--- config.mk ---
export PLATFORM = sky130hd
export DESIGN_NAME = lsre_ctrl
export DESIGN_NICKNAME = d
export VERILOG_FILES = /design/src/rtl/core/lsre_pkg.sv /design/src/rtl/core/lsre_ctrl.sv
export SDC_FILE = /design/constraint.sdc
export NUM_CORES = 1
export LEC_CHECK = 0
export ABC_AREA = 1
export BUFFER_PORTS_ARGS = -buffer_cell sky130_fd_sc_hd__buf_2
export CAP_MARGIN = 0
export CORE_MARGIN = 5
export CORE_UTILIZATION = 30
export CTS_CLUSTER_DIAMETER = 40
export CTS_CLUSTER_SIZE = 25
export DETAILED_ROUTE_END_ITERATION = 8
export SLEW_MARGIN = 20
export SYNTH_ARGS = -nofsm -noshare
export SYNTH_HDL_FRONTEND = slang
export SYNTH_SLANG_ARGS = --single-unit
--- constraint.sdc ---
create_clock -name clk -period 1.23 [get_ports clk]
set_input_delay 0.1845 -clock clk [delete_from_list [all_inputs] [get_ports clk]]
set_output_delay 0.1845 -clock clk [all_outputs]
set_load 0.1 [all_outputs]
--- src/rtl/core/lsre_pkg.sv ---
package lsre_pkg;

    // Item function codes.
    localparam logic [2:0] FN_LSP_HDR   = 3'd0;
    localparam logic [2:0] FN_LSP_ENTRY = 3'd1;
    localparam logic [2:0] FN_OWN_CLEAR = 3'd2;
    localparam logic [2:0] FN_OWN_ENTRY = 3'd3;
    localparam logic [2:0] FN_COMPUTE   = 3'd4;

    // Result kinds.
    localparam logic [1:0] KIND_STATUS = 2'd0;
    localparam logic [1:0] KIND_ROUTE  = 2'd1;
    localparam logic [1:0] KIND_NONE   = 2'd2;

    localparam logic [15:0] COST_MAX = 16'hFFFF;

    // Read-modify-write operations on one adjacency row.
    typedef enum logic [1:0] {
        ROW_SET,
        ROW_CLR_BIT,
        ROW_ZERO
    } row_op_t;

    typedef enum logic [4:0] {
        ST_CLEAR,
        ST_IDLE,
        ST_DECODE,
        ST_EDGE_A,
        ST_EDGE_B,
        ST_DROP,
        ST_STATUS,
        ST_SCAN,
        ST_SCAN_WAIT,
        ST_PICK,
        ST_RELAX,
        ST_RELAX_WAIT,
        ST_OUT_RD,
        ST_OUT_EMIT,
        ST_NONE
    } state_t;

    typedef struct packed {
        logic load_item;
        logic hdr_commit;
        logic lsp_close;
        logic nbr_clear;
        logic nbr_write;
        logic set_half;
        logic half_sel;
        logic drop_step;
        logic clr_step;
        logic cnt_clr;
        logic cnt_inc;
        logic cmp_init;
        logic scan_issue;
        logic relax_issue;
        logic pick;
        logic row_load;
        logic out_issue;
        logic emit_route;
        logic emit_status;
        logic emit_none;
        logic acc;
    } cmd_t;

    typedef struct packed {
        logic [2:0] func;
        logic       hdr_ok;
        logic       ent_ok;
        logic       own_ok;
        logic       oent_ok;
        logic       root_ok;
        logic       cnt_end;
        logic       found;
        logic       any_route;
        logic       out_hit;
        logic       out_free;
    } sts_t;

endpackage

--- src/rtl/core/lsre_ctrl.sv ---
module lsre_ctrl
    import lsre_pkg::*;
(
    input  logic clk,
    input  logic rst_n,
    input  logic in_valid,
    output logic in_stall,
    input  sts_t sts,
    output cmd_t cmd
);

    state_t state_reg;
    state_t state_next;
    logic   acc_reg;
    logic   acc_next;

    always_ff @(posedge clk or negedge rst_n)
    begin
        if (!rst_n)
        begin
            state_reg <= ST_CLEAR;
            acc_reg   <= 1'b0;
        end
        else
        begin
            state_reg <= state_next;
            acc_reg   <= acc_next;
        end
    end

    assign in_stall = (state_reg != ST_IDLE);

    always_comb
    begin
        state_next = state_reg;
        acc_next   = acc_reg;
        cmd        = '0;
        cmd.acc    = acc_reg;
        unique case (state_reg)
            ST_CLEAR:
            begin
                cmd.clr_step = 1'b1;
                if (sts.cnt_end)
                begin
                    cmd.cnt_clr = 1'b1;
                    state_next  = ST_IDLE;
                end
                else
                begin
                    cmd.cnt_inc = 1'b1;
                end
            end
            ST_IDLE:
            begin
                if (in_valid)
                begin
                    cmd.load_item = 1'b1;
                    cmd.cnt_clr   = 1'b1;
                    state_next    = ST_DECODE;
                end
            end
            ST_DECODE:
            begin
                acc_next   = 1'b0;
                state_next = ST_STATUS;
                case (sts.func)
                    FN_LSP_HDR:
                    begin
                        if (sts.hdr_ok)
                        begin
                            cmd.hdr_commit = 1'b1;
                            acc_next       = 1'b1;
                            state_next     = ST_DROP;
                        end
                        else
                        begin
                            cmd.lsp_close = 1'b1;
                        end
                    end
                    FN_LSP_ENTRY:
                    begin
                        if (sts.ent_ok)
                        begin
                            acc_next   = 1'b1;
                            state_next = ST_EDGE_A;
                        end
                    end
                    FN_OWN_CLEAR:
                    begin
                        if (sts.own_ok)
                        begin
                            cmd.nbr_clear = 1'b1;
                            acc_next      = 1'b1;
                            state_next    = ST_DROP;
                        end
                    end
                    FN_OWN_ENTRY:
                    begin
                        if (sts.oent_ok)
                        begin
                            cmd.nbr_write = 1'b1;
                            acc_next      = 1'b1;
                            state_next    = ST_EDGE_A;
                        end
                    end
                    FN_COMPUTE:
                    begin
                        if (sts.root_ok)
                        begin
                            cmd.cmp_init = 1'b1;
                            state_next   = ST_SCAN;
                        end
                        else
                        begin
                            state_next = ST_NONE;
                        end
                    end
                    default:
                    begin
                        state_next = ST_STATUS;
                    end
                endcase
            end
            ST_EDGE_A:
            begin
                cmd.set_half = 1'b1;
                cmd.half_sel = 1'b0;
                state_next   = ST_EDGE_B;
            end
            ST_EDGE_B:
            begin
                cmd.set_half = 1'b1;
                cmd.half_sel = 1'b1;
                state_next   = ST_STATUS;
            end
            ST_DROP:
            begin
                cmd.drop_step = 1'b1;
                if (sts.cnt_end)
                begin
                    cmd.cnt_clr = 1'b1;
                    state_next  = ST_STATUS;
                end
                else
                begin
                    cmd.cnt_inc = 1'b1;
                end
            end
            ST_STATUS:
            begin
                if (sts.out_free)
                begin
                    cmd.emit_status = 1'b1;
                    state_next      = ST_IDLE;
                end
            end
            ST_SCAN:
            begin
                cmd.scan_issue = 1'b1;
                if (sts.cnt_end)
                begin
                    cmd.cnt_clr = 1'b1;
                    state_next  = ST_SCAN_WAIT;
                end
                else
                begin
                    cmd.cnt_inc = 1'b1;
                end
            end
            ST_SCAN_WAIT:
            begin
                state_next = ST_PICK;
            end
            ST_PICK:
            begin
                if (sts.found)
                begin
                    cmd.pick     = 1'b1;
                    cmd.row_load = 1'b1;
                    state_next   = ST_RELAX;
                end
                else if (sts.any_route)
                begin
                    state_next = ST_OUT_RD;
                end
                else
                begin
                    state_next = ST_NONE;
                end
            end
            ST_RELAX:
            begin
                cmd.relax_issue = 1'b1;
                if (sts.cnt_end)
                begin
                    cmd.cnt_clr = 1'b1;
                    state_next  = ST_RELAX_WAIT;
                end
                else
                begin
                    cmd.cnt_inc = 1'b1;
                end
            end
            ST_RELAX_WAIT:
            begin
                state_next = ST_SCAN;
            end
            ST_OUT_RD:
            begin
                cmd.out_issue = 1'b1;
                state_next    = ST_OUT_EMIT;
            end
            ST_OUT_EMIT:
            begin
                if (!sts.out_hit || sts.out_free)
                begin
                    cmd.emit_route = sts.out_hit;
                    if (sts.cnt_end)
                    begin
                        cmd.cnt_clr = 1'b1;
                        state_next  = ST_IDLE;
                    end
                    else
                    begin
                        cmd.cnt_inc = 1'b1;
                        state_next  = ST_OUT_RD;
                    end
                end
            end
            ST_NONE:
            begin
                if (sts.out_free)
                begin
                    cmd.emit_none = 1'b1;
                    state_next    = ST_IDLE;
                end
            end
            default:
            begin
                state_next = ST_IDLE;
            end
        endcase
    end

endmodule

==> results of run 1 <==
-- final cells by class --
type	count	area, µm²	area share (%)
clock buffer	4	26.3	1.30
inverter	22	104	5.12
multi-input combinational	101	783	38.6
sequential	5	129	6.36
tap	28	35.0	1.73
timing repair buffer	85	950	46.9
-- stage by stage --
stage	setup WS, ns	setup TNS (ns)	utilization, %	total power [mW]
4_1_cts	-0.531	-9.68	83.8	5.07
3_3_place_gp	-0.264	-3.73	70.4	4.06
6_report	-0.618	-12.00	89.1	5.77
5_1_grt	-0.674	-13.12	89.1	5.99
3_5_place_dp	-0.312	-4.36	70.4	4.12
2_1_floorplan	-0.843	-11.72	-	2.74
-- per-layer routing --
layer  wire, µm  vias up  global-route usage, %
li1           -      584                      -
met1       1750      615                   25.4
met2       2310       74                   37.9
met3        244       23                   3.05
met4        188        0                   9.71
met5          0        -                      0
-- cell families after synthesis --
| family | Yosys count |
|---|---|
| AOI/OAI and AO/OA | 9 |
| buffers and inverters | 25 |
| and+or+nand+nor | 92 |
| DFF | 5 |
-- worst paths after layout --
check | from | end | slack (ns) | cells after the start
setup reg to reg | state_reg[0] | state_reg[2] | -0.47 | 10
hold / removal | rst_n | state_reg[0] | 0.28 | 2
max in group asynchronous | rst_n | state_reg[3] | 0.80 | 2
min in group clk | in_valid | state_reg[2] | 0.44 | 5
hold reg to reg | acc_reg | acc_reg | 0.57 | 2
setup / recovery | state_reg[3] | cmd[11] | -0.62 | 9
-- worst max-delay path, stage by stage, from the launching register on --
cell and delay [ns]:
dfrtp_2 0.45, buf_6 0.14, nor2_4 0.12, nand2_1 0.11, nand2_4 0.09, nor2_4 0.04, inv_2 0.08, nor2_4 0.05
o22ai_4 0.15, buf_12 0.20
-- cells in the mapped netlist --
cell      instances  area [µm²]
o22ai_1           2        12.5
inv_2             7        26.3
nor2_1           24        90.1
dfrtp_1           5         125
o21ai_0           2        10.0
a21oi_1           3        15.0
inv_1            15        56.3
o211ai_2          1        12.5
a21oi_2           1        8.76
nor3_1            4        20.0
nor2_4            6        67.6
buf_6             1        11.3
buf_4             2        15.0
nor4_1            1        6.26
nand2_2           7        43.8
nand4_1           3        18.8
nor2_2            3        18.8
nand2_1          37         139
nand3_1           7        35.0
-- power by group through the flow --
stage / Clock [mW] / Combinational, mW / Sequential (mW)
floorplan: 0 / 2.43 / 0.317
global placement: 0 / 3.72 / 0.346
detailed placement: 0 / 3.77 / 0.350
CTS: 0.196 / 4.52 / 0.352
global route: 0.215 / 5.38 / 0.392
finish: 0.201 / 5.19 / 0.383
-- repair_timing --
action / 4_1_cts / 5_1_grt
cloned: 0 / 0
setup endpoints to repair: 26 / 26
gates resized for setup: 40 / 27
hold buffers: 1 / 0
buffers inserted: 16 / 8
pin swaps: 12 / 24
hold endpoints to repair: 5 / 0
==> flow_summary.toml, run 1 <==
[final_layout]
final_cell_count_no_fill = 245
fin_area_um2 = 2030
antenna_cells = 0
largest_reg_flops = 4
nets = 234
mostFrequentLayoutCells = "28 x buf_4, 27 x nand2_1, 22 x buf_12"
final_common_cell = "buf_4"
drive_above_1_share_pct = 68.7
area_delta_synth_final_pct = 177
fillCellCount = 90

[worst_setup_path]
critPathKind = "register to output port"
critPathLaunchType = "register"
end_kind = "output port"
critPathRequiredTime_ns = 1.05
crit_arrival_ns = 1.66
path_max_fanout = 5

[yosys]
syn-num-nets = 147
avgSynthCellArea_um2 = 5.59
synth-adder-area-share_pct = 0
yosysSeqAreaShare_pct = 17.1
synth_top_family_by_area = "simple AND/OR/NAND/NOR gates"
yosys_warnings = 0
synth.mux.area_fraction_pct = 0
ys_types = 19
netlist_area_um2 = 732
ys_ff_latch = 5
syn-instance-count = 131
synth-compound-area-share_pct = 8.03
synth_xor_area_share_pct = 0
synthSimpleGateAreaFrac_pct = 60.0

[clock_tree]
cts_sinks = 5
cts_root_buf = "clkbuf_4"
insertion_delay_ns = 0.25
cts.path.max_buffers = 2
cts_htree_levels = 1
clk_pin_slew_ns = 0.04
numCtsBuffers = 3
tritoncts = "done"

[pwr]
p_clk_share_pct = 3.5
powerDensity_nw_per_um2 = 2850
power_leakage_nw = 0.956
seqPwrFrac_pct = 6.6
p_sw_share_pct = 57.7
internal-power_mw = 2.44
ir_worst_vdd_v = 0.00224
power.switching_mw = 3.33
comb_power_share_pct = 89.9

[timing]
finalWorstSetupSlack_ns = -0.618
slew_headroom_pct = 79.0
drv_slew = 0
min_period_ns = 1.85
fin_crit_sh_pct = 150
holdWs_ns = 0.283
rsz0062_at_grt = "yes"
worstMarginPinSlew_ns = 0.314
hold_violations = 0
setup_violations = 26
fmax_ghz = 0.541
worst_clock_skew_ns = 0.000141

[floorplan]
initial_core_util_pct = 32.2
die_y_um = 59.4
core_um2 = 2280
core.rowCount = 17
dieArea_um2 = 3530
io_pins = 38
die_w_um = 59.4

[global_routing]
grt_use_total_pct = 21.5
grt_pass1_vias = 1298
grt_max_degree = 6
overflow = 0
grt_antenna_before_repair = 0
grt_pass1_wl_um = 5840

[placed_design]
hpwlAfterDp_um = 2260
placed_cells = 221
gp_congestion = 0.860
place_area_um2 = 1600
port_buffers = 37

[hold_path]
hold_class = "input pin to async pin"

[routing]
drc = 0
drt_iter0_markers = 64
vias = 1296
wl_per_cell_um = 18.3
postRouteAntennaNets = 0
drt_wl_total_um = 4490
first_pass_iters = 4
via_per_inst = 5.29

[job]
maxCapViolCount = 0

[outcome]
status = "complete, but fails checks"
violations = "setup timing"
(Power assumes the default switching activity.)
==> run 2: changes to the inputs <==
--- a/config.mk
+++ b/config.mk
@@ -9,10 +9,12 @@
 export BUFFER_PORTS_ARGS = -buffer_cell sky130_fd_sc_hd__buf_2
 export CAP_MARGIN = 0
 export CORE_MARGIN = 5
-export CORE_UTILIZATION = 30
+export CORE_UTILIZATION = 40
+export CTS_BUF_LIST = sky130_fd_sc_hd__clkbuf_16
 export CTS_CLUSTER_DIAMETER = 40
 export CTS_CLUSTER_SIZE = 25
 export DETAILED_ROUTE_END_ITERATION = 8
+export PLACE_DENSITY_LB_ADDON = 0.12
 export SLEW_MARGIN = 20
 export SYNTH_ARGS = -nofsm -noshare
 export SYNTH_HDL_FRONTEND = slang
==> run 2 against run 1 <==
Synthesized cell count stayed put; area after synthesis unchanged; the run now fails in clock tree synthesis (4_1_cts).
==> flow_summary.toml, run 2 <==
[floorplan]
io_pins = 38
core.rowCount = 15
die_w_um = 52.8
initial_core_util_pct = 42.4
die_y_um = 52.8

[clock_tree]
cts_htree_levels = 1
post_cts_buffers = 17
cts.path.max_buffers = 2
cts_root_buf = "clkbuf_16"
cts-resized-gates = 55
numCtsBuffers = 3
cts_sinks = 5
cts_hold_buf = 1

[yosys]
syn-num-nets = 147
yosysTopAreaCell = "nand2_1"
synth.top_cells.by_area = "nand2_1 19%, dfrtp_1 17%, nor2_1 12%"
yosysSeqAreaShare_pct = 17.1
yosys_warnings = 0
ys_ff_latch = 5
synth_top_cell_area_share_pct = 19.0
synth_common_cells = "37 x nand2_1, 24 x nor2_1, 15 x inv_1"
synth-main-ff-cell = "dfrtp_1"
syn-instance-count = 131
async_reset_ff_share_pct = 100
synth.most_common_cell = "nand2_1"
ys_types = 19
avgSynthCellArea_um2 = 5.59
synth_edf_count = 0
netlist_area_um2 = 732

[placed_design]
gp_congestion = 1.05
hpwlAfterDp_um = 3060
place_area_um2 = 1570
port_buffers = 37

[outcome]
status = "did not finish"
lastStage = "clock tree synthesis (4_1_cts)"
error = "[ERROR DPL-0038] Utilization greater than 100%, impossible to legalize"
## run 2: cell counts after synthesis
No cell type changed its count.
## run 2: stage by stage
stage / hold slack [ns] / cells / util [%] / worst slack (ns) / TNS [ns]
after floorplan: -0.111 / 131 / - / -0.843 / -11.72
after global placement: 0.00305 / 214 / 90.8 / -0.275 / -3.59
after detailed placement: 0.00396 / 214 / 90.8 / -0.374 / -5.85
## run 2: logic make-up after synthesis
kind of cell,Yosys count,share of synthesized area (%)
compound gates,9,8.03
buf+inv,25,14.9
flops,5,17.1
simple gates,92,60.0
==> run 3: changes to the inputs <==
--- a/config.mk
+++ b/config.mk
@@ -8,13 +8,10 @@
 export ABC_AREA = 1
 export BUFFER_PORTS_ARGS = -buffer_cell sky130_fd_sc_hd__buf_2
 export CAP_MARGIN = 0
-export CORE_MARGIN = 5
-export CORE_UTILIZATION = 40
-export CTS_BUF_LIST = sky130_fd_sc_hd__clkbuf_16
-export CTS_CLUSTER_DIAMETER = 40
-export CTS_CLUSTER_SIZE = 25
+export CORE_AREA = 5 5 66 68
 export DETAILED_ROUTE_END_ITERATION = 8
-export PLACE_DENSITY_LB_ADDON = 0.12
+export DIE_AREA = 0 0 71 73
+export PLACE_DENSITY_LB_ADDON = 0.15
 export SLEW_MARGIN = 20
 export SYNTH_ARGS = -nofsm -noshare
 export SYNTH_HDL_FRONTEND = slang
==> constraint.sdc (replaced) <==
create_clock -name clk -period 1.6 [get_ports clk]
set_input_delay 0.24 -clock clk [delete_from_list [all_inputs] [get_ports clk]]
set_output_delay 0.24 -clock clk [all_outputs]
set_load 0.1 [all_outputs]
==> run 3 against run 2 <==
The flow now finishes, with violations (setup timing).
==> flow_summary.toml, run 3 (synthesized netlist as in run 1, its figures left out) <==
[worst_setup_path]
crit_arrival_ns = 1.55
critPathKind = "register to output port"
critPathLaunchType = "register"
crit_top_cell = "nor2_4"
critPathRequiredTime_ns = 1.36
crit_path_top_delay_cell = "dfrtp_2"
worstPathCellList = "nor2_4, inv_2, nor2_4, clkinv_4, buf_4, nor2_4, buf_12"
end_kind = "output port"
max_stage_delay_ns = 0.45
path_max_fanout = 7

[global_routing]
grt_antenna_before_repair = 0
met2_usage_pct = 21.9
overflow = 0
grt_max_degree = 8
grtUsageMet3_pct = 3.17
grt_pass1_wl_um = 4910
busiest_layer = "met2"
gr-usage-met1_pct = 13.1
grt_pass1_vias = 1130
grt_use_total_pct = 11.4

[final_layout]
final_common_cell = "nand2_1"
area_delta_synth_final_pct = 152
post-route-util_pct = 48.5
fillCellCount = 388
antenna_cells = 0
largest_reg_flops = 4
final_cell_count_no_fill = 255
drive_above_1_share_pct = 62.9
nets = 222
mostFrequentLayoutCells = "34 x nand2_1, 29 x buf_4, 21 x buf_12"
fin_area_um2 = 1840

[timing]
fin_crit_sh_pct = 112
finalWorstSetupSlack_ns = -0.189
worstMarginPinSlew_ns = 0.484
holdWs_ns = 0.367
min_period_ns = 1.79
drv_slew = 0
slew_headroom_pct = 67.9
rsz0062_at_grt = "yes"
setup_violations = 15
fmax_ghz = 0.559
worst_clock_skew_ns = 0.000178
hold_violations = 0

[routing]
first_pass_iters = 4
drc = 0
wl_per_cell_um = 11.0
vias = 1069
drt_wl_total_um = 2790
via_per_inst = 4.19
drt_iter0_markers = 20
postRouteAntennaNets = 0

[floorplan]
core.rowCount = 23
initial_core_util_pct = 19.3
die_y_um = 73
die_w_um = 71
dieArea_um2 = 5180
io_pins = 38
core_um2 = 3800

[clock_tree]
insertion_delay_ns = 0.22
cts.path.max_buffers = 2
cts_root_buf = "clkbuf_8"
numCtsBuffers = 3
cts_htree_levels = 1
clk_pin_slew_ns = 0.04
cts_sinks = 5
tritoncts = "done"

[placed_design]
preCtsSetupSlack_ns = -0.0229
port_buffers = 37
place_area_um2 = 1510
placed_cells = 230
hpwlAfterDp_um = 2250
gp_congestion = 0.812

[hold_path]
hold_class = "input pin to async pin"

[job]
maxCapViolCount = 0

[outcome]
status = "complete, but fails checks"
violations = "setup timing"

[pwr]
ir_worst_vdd_v = 0.000603
power_leakage_nw = 0.889
powerDensity_nw_per_um2 = 2090
run 3: what timing repair did:
action,4_1_cts,5_1_grt
hold endpoints to repair,5,0
pin swaps,5,6
setup buffers,10,11
hold buffers,1,0
cloned,0,0
gates resized for setup,20,14
endpoints found under the setup margin,19,23
run 3: per-layer routing:
| layer | part of all wire (%) | routed length (µm) |
|---|---|---|
| met1 | 39 | 1090 |
| met2 | 53 | 1480 |
| met3 | 7.0 | 195 |
| met4 | 0.93 | 26 |
| met5 | 0 | 0 |
run 3: final cells by class:
cell class / instances / area (µm²) / area share [%]
multi-input combinational: 101 / 713 / 38.7
clock inverter: 1 / 5.00 / 0.272
sequential: 5 / 130 / 7.06
clock buffer: 3 / 41.3 / 2.24
inverter: 22 / 95.1 / 5.16
timing repair buffer: 73 / 796 / 43.2
tap: 50 / 62.6 / 3.39
run 3: final timing paths:
kind / from / end / slack [ns] / cells after the start
worst max-delay path: state_reg[3] / cmd[17] / -0.19 / 7
min in group clk: sts[5] / state_reg[3] / 0.40 / 6
max in group asynchronous: rst_n / state_reg[2] / 1.09 / 2
worst min-delay path: rst_n / state_reg[1] / 0.37 / 2
worst max register to register: state_reg[3] / state_reg[0] / 0.10 / 9
worst min register to register: acc_reg / acc_reg / 0.50 / 2
run 3: power by group:
| part | internal (mW) | switching, mW |
|---|---|---|
| Clock | 0.167 | 0.0651 |
| Sequential | 0.195 | 0.0754 |
| Combinational | 1.32 | 2.02 |
run 3: worst max-delay path: cells and delay by family, from the launching register on:
family                 cells  cell delay [ns]
buffers and inverters      4             0.50
AND/OR/NAND/NOR            3             0.39
flip-flops                 1             0.45
run 3: through the flow:
stage                     TNS [ns]  power, mW
after floorplan              -4.70       2.10
after global placement           0       2.98
after detailed placement   -0.0285       3.00
after CTS                    -1.09       3.54
after global routing         -2.66       4.09
final                        -1.65       3.84
